### src/rtl/core/dfq_pkg.sv
// dfq_pkg: shared types and constants for the deduplicating FIFO queue.
// Used by dfq_ring, dedup_fifo_queue_top, dfq_checker and tb; depends on nothing.
package dfq_pkg;

  // fixed field widths
  localparam int ID_W   = 6;
  localparam int STAT_W = 2;
  localparam int OCC_W  = 7;

  // default number of identifiers held by the ring
  localparam int NUM_IDS_DEF = 64;

  // request codes
  typedef enum logic {
    ACT_ENQ = 1'b0,
    ACT_DEQ = 1'b1
  } action_t;

  // result codes
  typedef enum logic [STAT_W-1:0] {
    ST_ENQUEUED  = 2'd0,
    ST_DUPLICATE = 2'd1,
    ST_DEQUEUED  = 2'd2,
    ST_EMPTY     = 2'd3
  } status_t;

endpackage

### src/rtl/core/dedup_fifo_queue_top.sv
// dedup_fifo_queue_top: FIFO of identifiers that drops enqueues of waiting ids.
// Each request passes the input register, then the result register, before out_valid.
// Throughput: one item per cycle unless a result is stalled; the oldest id is prefetched.
// Reset (rst_n low, synchronous): queue empty, presence bits clear, both channels idle.
// Ring contents are not cleared; no slot's data is used before it is written.
module dedup_fifo_queue_top #(
  parameter int NUM_IDS = dfq_pkg::NUM_IDS_DEF
) (
  input  logic                        clk,
  input  logic                        rst_n,
  // request channel
  input  logic                        in_valid,
  output logic                        in_stall,
  input  logic                        in_action,
  input  logic [dfq_pkg::ID_W-1:0]    in_item_id,
  // result channel
  output logic                        out_valid,
  input  logic                        out_stall,
  output logic [dfq_pkg::ID_W-1:0]    out_id,
  output logic [dfq_pkg::STAT_W-1:0]  out_status,
  output logic [dfq_pkg::OCC_W-1:0]   out_occupancy
);

  localparam int AW      = $clog2(NUM_IDS);
  localparam int ID_SPAN = 1 << dfq_pkg::ID_W;
  localparam int PRES    = (NUM_IDS < ID_SPAN) ? NUM_IDS : ID_SPAN;
  localparam int PAW     = $clog2(PRES);

  // input stage
  logic                       s1_valid_r;
  dfq_pkg::action_t           s1_action_r;
  logic [dfq_pkg::ID_W-1:0]   s1_id_r;

  // queue state
  logic [AW-1:0]              head_r, head_nxt;
  logic [AW-1:0]              tail_r, tail_nxt;
  logic [dfq_pkg::OCC_W-1:0]  count_r, count_nxt;
  logic [PRES-1:0]            present_r, present_nxt;

  // result stage
  logic                       out_valid_r;
  logic [dfq_pkg::ID_W-1:0]   out_id_r, res_id;
  dfq_pkg::status_t           out_status_r, res_status;
  logic [dfq_pkg::OCC_W-1:0]  out_occ_r;

  logic                       advance, in_take;
  logic                       enq_ok, deq_ok, id_in_range;
  logic [dfq_pkg::ID_W-1:0]   head_data;
  logic [PAW-1:0]             id_idx, head_idx;

  // flow control: process when the result register is free or being drained
  assign advance  = s1_valid_r && (!out_valid_r || !out_stall);
  assign in_stall = s1_valid_r && !advance;
  assign in_take  = in_valid && !in_stall;

  assign id_in_range = (32'(s1_id_r) < NUM_IDS);
  assign id_idx      = s1_id_r[PAW-1:0];
  assign head_idx    = head_data[PAW-1:0];

  // decode the held item against presence bits and occupancy
  always_comb begin
    enq_ok     = 1'b0;
    deq_ok     = 1'b0;
    res_id     = '0;
    res_status = dfq_pkg::ST_DUPLICATE;
    if (s1_action_r == dfq_pkg::ACT_ENQ) begin
      if (!id_in_range || present_r[id_idx]) begin
        res_status = dfq_pkg::ST_DUPLICATE;
      end else begin
        enq_ok     = 1'b1;
        res_status = dfq_pkg::ST_ENQUEUED;
      end
    end else begin
      if (count_r == '0) begin
        res_status = dfq_pkg::ST_EMPTY;
      end else begin
        deq_ok     = 1'b1;
        res_id     = head_data;
        res_status = dfq_pkg::ST_DEQUEUED;
      end
    end
  end

  // next queue state
  always_comb begin
    head_nxt    = head_r;
    tail_nxt    = tail_r;
    count_nxt   = count_r;
    present_nxt = present_r;
    if (advance && enq_ok) begin
      tail_nxt            = (tail_r == AW'(NUM_IDS - 1)) ? '0 : tail_r + 1'b1;
      count_nxt           = count_r + 1'b1;
      present_nxt[id_idx] = 1'b1;
    end
    if (advance && deq_ok) begin
      head_nxt              = (head_r == AW'(NUM_IDS - 1)) ? '0 : head_r + 1'b1;
      count_nxt             = count_r - 1'b1;
      present_nxt[head_idx] = 1'b0;
    end
  end

  // ring storage; read address follows the next head so the oldest id is ready
  dfq_ring #(
    .DEPTH (NUM_IDS)
  ) u_ring (
    .clk     (clk),
    .wr_en   (advance && enq_ok),
    .wr_addr (tail_r),
    .wr_data (s1_id_r),
    .rd_addr (head_nxt),
    .rd_data (head_data)
  );

  // control registers
  always_ff @(posedge clk) begin
    if (!rst_n) begin
      s1_valid_r  <= 1'b0;
      out_valid_r <= 1'b0;
      head_r      <= '0;
      tail_r      <= '0;
      count_r     <= '0;
      present_r   <= '0;
    end else begin
      if (in_take) begin
        s1_valid_r <= 1'b1;
      end else if (advance) begin
        s1_valid_r <= 1'b0;
      end
      if (advance) begin
        out_valid_r <= 1'b1;
      end else if (!out_stall) begin
        out_valid_r <= 1'b0;
      end
      head_r    <= head_nxt;
      tail_r    <= tail_nxt;
      count_r   <= count_nxt;
      present_r <= present_nxt;
    end
  end

  // payload registers
  always_ff @(posedge clk) begin
    if (in_take) begin
      s1_action_r <= dfq_pkg::action_t'(in_action);
      s1_id_r     <= in_item_id;
    end
    if (advance) begin
      out_id_r     <= res_id;
      out_status_r <= res_status;
      out_occ_r    <= count_nxt;
    end
  end

  assign out_valid     = out_valid_r;
  assign out_id        = out_id_r;
  assign out_status    = out_status_r;
  assign out_occupancy = out_occ_r;

`ifndef SYNTH
  // occupancy never exceeds the ring depth
  a_count_bound: assert property (@(posedge clk) disable iff (!rst_n)
    32'(count_r) <= NUM_IDS)
    else $error("queue count exceeds ring depth");

  // one presence bit per waiting identifier
  a_present_count: assert property (@(posedge clk) disable iff (!rst_n)
    $countones(present_r) == 32'(count_r))
    else $error("presence bits disagree with queue count");

  // an empty queue has its pointers together
  a_empty_ptrs: assert property (@(posedge clk) disable iff (!rst_n)
    (count_r == '0) |-> (head_r == tail_r))
    else $error("empty queue with head and tail apart");

  // a dequeue always frees the presence bit of the id it returns
  a_deq_clears: assert property (@(posedge clk) disable iff (!rst_n)
    (advance && deq_ok) |=> !present_r[$past(head_idx)])
    else $error("dequeued id still marked present");
`endif

endmodule

### src/rtl/core/dfq_ring.sv
// dfq_ring: ring storage of identifiers, one write and one registered read a cycle.
// Read data bypasses a same-cycle write to the read address. Depends on dfq_pkg.
module dfq_ring #(
  parameter int DEPTH = dfq_pkg::NUM_IDS_DEF,
  localparam int AW   = $clog2(DEPTH)
) (
  input  logic                      clk,
  input  logic                      wr_en,
  input  logic [AW-1:0]             wr_addr,
  input  logic [dfq_pkg::ID_W-1:0]  wr_data,
  input  logic [AW-1:0]             rd_addr,
  output logic [dfq_pkg::ID_W-1:0]  rd_data
);

  logic [dfq_pkg::ID_W-1:0] mem [DEPTH];
  logic [dfq_pkg::ID_W-1:0] rd_data_r;

  // write port
  always_ff @(posedge clk) begin
    if (wr_en) begin
      mem[wr_addr] <= wr_data;
    end
  end

  // registered read with write-through
  always_ff @(posedge clk) begin
    if (wr_en && (wr_addr == rd_addr)) begin
      rd_data_r <= wr_data;
    end else begin
      rd_data_r <= mem[rd_addr];
    end
  end

  assign rd_data = rd_data_r;

endmodule

### config.mk
export PLATFORM = sky130hd
export DESIGN_NAME = dedup_fifo_queue_top
export DESIGN_NICKNAME = d
export VERILOG_FILES = /design/src/rtl/core/dfq_pkg.sv /design/src/rtl/core/dedup_fifo_queue_top.sv /design/src/rtl/core/dfq_ring.sv
export SDC_FILE = /design/constraint.sdc
export NUM_CORES = 1
export LEC_CHECK = 0
export BUFFER_PORTS_ARGS = -buffer_cell sky130_fd_sc_hd__buf_2
export CAP_MARGIN = 20
export CORE_UTILIZATION = 52
export DETAILED_ROUTE_END_ITERATION = 10
export HOLD_SLACK_MARGIN = 0.02
export PLACE_DENSITY = 0.7
export SLEW_MARGIN = 20
export SYNTH_ARGS = -nofsm -noshare
export SYNTH_HDL_FRONTEND = slang
export SYNTH_SLANG_ARGS = --single-unit
### constraint.sdc
create_clock -name clk -period 4.3 [get_ports clk]
set_input_delay 0.86 -clock clk [delete_from_list [all_inputs] [get_ports clk]]
set_output_delay 0.86 -clock clk [all_outputs]
set_load 0.005 [all_outputs]
==> impl_metrics.env <==
export IMPL_wl_per_cell_um=27.04
export IMPL_yosysWarnings=0
export IMPL_async_reset_ff_share_pct=0
export IMPL_synthCells=1285
export IMPL_layout_common_cells="edfxtp_1, nor2_1, mux4_2"
export IMPL_worstPathMaxFanout=15
export IMPL_antenna_left=0
export IMPL_finalHoldViolations=0
export IMPL_path_cells="clkinv_1 > a221oi_1 > o221ai_1 > o211ai_1 > and3_1 > nand2_2 > or4b_2 > nor2_1"
export IMPL_die_area_um2=40410
export IMPL_grt_ovfl_total=0
export IMPL_clkTransAtPathRegs_ps=60
export IMPL_crit_required_ps=4520
export IMPL_first_pass_iters=5
export IMPL_yosysTopAreaCellShare_pct=59.19
export IMPL_grt_setup_unrepaired="false"
export IMPL_synthDistinctLibCells=74
export IMPL_fin_crit_ps=4076
export IMPL_viasPerCell=6.361
export IMPL_synth_edf_count=406
export IMPL_slowest_delay_ps=890
export IMPL_synth_fp_nets=1301
export IMPL_ys_ff_latch=497
export IMPL_cap_violations=0
export IMPL_mostFrequentLayoutCell="edfxtp_1"
export IMPL_clock_skew_ps=28.64
export IMPL_pin_count=28
export IMPL_hold_class="in2reg"
export IMPL_rows=72
export IMPL_routed_wl_um=51260
export IMPL_postSynthAreaPerCell_um2=16.03
export IMPL_cts_buffers=49
export IMPL_setup_viol=0
export IMPL_worst_setup_path_start_kind="register"
export IMPL_fin_nets=1355
export IMPL_finalSetupTns_ps=0
export IMPL_crit_slowest_cell="or4b_2"
export IMPL_root_buffer="clkbuf_16"
export IMPL_yosysSeqAreaShare_pct=68.03
export IMPL_synthFlopType="edfxtp_1"
export IMPL_postCtsResizedCells=0
export IMPL_cts_tree="built"
export IMPL_h_tree_depth=2
export IMPL_cts_setup_buffers=0
export IMPL_max_slew_margin_pct=31.03
export IMPL_grt_pass1_wl_um=77540
export IMPL_vias=12061
export IMPL_initial_core_util_pct=53.05
export IMPL_cts_buffer_depth=3
export IMPL_p_leak_nw=7.406
export IMPL_grt_max_degree=76
export IMPL_antenna_found_initial=0
export IMPL_num_antenna_cells=0
export IMPL_worst_slew_pin_slew_ps=1027
export IMPL_layout_drive_gt1_share_pct=24.75
export IMPL_route_detailed_drc=0
export IMPL_core_um2=38830
export IMPL_die_w_um=201.0
export IMPL_area_growth_synth_to_final_pct=12.19
export IMPL_synth_area_um2=20600
export IMPL_chipHeight_um=201.0
export IMPL_hpwl_um=31960
export IMPL_gp_congestion=0.9557
export IMPL_cts_sinks=497
export IMPL_p_per_area_nw_per_um2=443.9
export IMPL_hold_ws_ps=440.1
export IMPL_synth_area_leaders="edfxtp_1, mux4_2, dfxtp_1"
export IMPL_postCtsHoldBufs=0
export IMPL_slew_violations=0
export IMPL_endpoint_kind="register"
export IMPL_grt_util_all_layers_pct=25.91
export IMPL_drt_iter0_drc=1369
export IMPL_max_freq_mhz=245.4
export IMPL_r2r_slack_ps=220
export IMPL_grt_pass1_vias=12237
export IMPL_min_period_over_period_pct=94.78
export IMPL_critPathKind="reg2reg"
export IMPL_yosys_area_top_type="edfxtp_1"
export IMPL_insertion_delay_ps=590
export IMPL_io_buffers=27
export IMPL_crit_arrival_ps=4290
export IMPL_status="finished clean"
export IMPL_irDropWorstVdd_mv=0.3703
## metal layers
metal  part of all wire [%]  vias up  track usage (%)
met3                    8.1      124            4.221
met1                     40     6105            35.60
met5                      0        -                0
met4                    3.5        0            10.36
met2                     48      621            41.56
li1                       -     5211                -
## cell usage after synthesis, types with 5 or more instances
library cell  number
or4_1              5
or3_1              8
ha_1               5
nand3_1           14
mux2i_1           34
a221oi_1           8
a211oi_1           6
xnor2_1            6
nor3_1            16
a21oi_1           24
buf_2             25
buf_1              8
nor2b_1           17
mux4_2            94
a31oi_1           17
nand4_1            5
mux4_1             6
nor2_1           135
and3_1            12
nand2_1           59
inv_1             14
nor4_1            17
edfxtp_1         406
clkbuf_1          43
nand3b_1           5
o221a_1            7
o21ai_0           23
and2_1            12
buf_4              9
nand2b_1          14
mux2_2            15
o221a_2           44
dfxtp_1           91
## final timing paths
check                            start  cells past startpoint                     endpoint
setup / recovery   id_idx[2]$_DFFE_PP_                      8  u_ring.mem[25][3]$_DFFE_PP_
hold / removal           in_item_id[4]                      1          id_idx[4]$_DFFE_PP_
setup reg to reg   id_idx[2]$_DFFE_PP_                      8  u_ring.mem[25][3]$_DFFE_PP_
hold reg to reg   head_r[4]$_SDFF_PN0_                      1                     register
## stage by stage
step                      instances  setup WS, ps  util [%]  power [mW]  instance area (um^2)
after floorplan                1285         62.83         -       5.797                 20600
after CTS                      1896         348.8     59.52       10.32                 23110
after detailed placement       1806         353.8     55.33       6.001                 21480
after global placement         1806         548.3     55.33       5.992                 21480
after global routing           1896         58.06     59.52       10.53                 23110
final                          1896         224.5     59.52       10.26                 23110
## where the power goes
| part | switching, mW | internal, mW |
|---|---|---|
| Clock | 1.79 | 2.57 |
| Sequential | 0.0377 | 5.24 |
| Combinational | 0.387 | 0.237 |
| Total | 2.21 | 8.05 |
## critical path, delay by kind of cell (launching register included)
| kind | cells | cell delay (ps) |
|---|---|---|
| and+or+nand+nor | 4 | 1760 |
| DFF | 1 | 760 |
| AOI/OAI and AO/OA | 3 | 690 |
| buffers and inverters | 1 | 490 |
## cells by family (layout without fill, tap and decap cells)
family / count (synthesis) / after routing / synth area share (%)
and+or+nand+nor: 341 / 341 / 8.139
buffers and inverters: 109 / 202 / 2.739
muxes: 149 / 149 / 13.52
DFF: 497 / 497 / 68.03
xor gates and xnor gates: 8 / 8 / 0.3402
adders and majority gates: 5 / 5 / 0.3037
AOI/OAI and AO/OA: 176 / 176 / 6.931
## sequential cells by signal (all words and copies together), names as in the netlist, 2 cells and up, named ones only
register,flops
out_occupancy,7
present_r,64
id_idx,6
out_id,6
out_status,2
u_ring.mem,384
head_r,6
tail_r,6
count_r,7
## layout make-up
class | instances | area [um^2]
Sequential cell | 497 | 14020
Fill cell | 2870 | 15720
Clock buffer | 64 | 1308
Multi-Input combinational cell | 679 | 6021
Timing Repair Buffer | 96 | 728.2
Inverter | 16 | 60.06
Tap cell | 518 | 648.1
Clock inverter | 26 | 320.3
(Power assumes the default switching activity.)
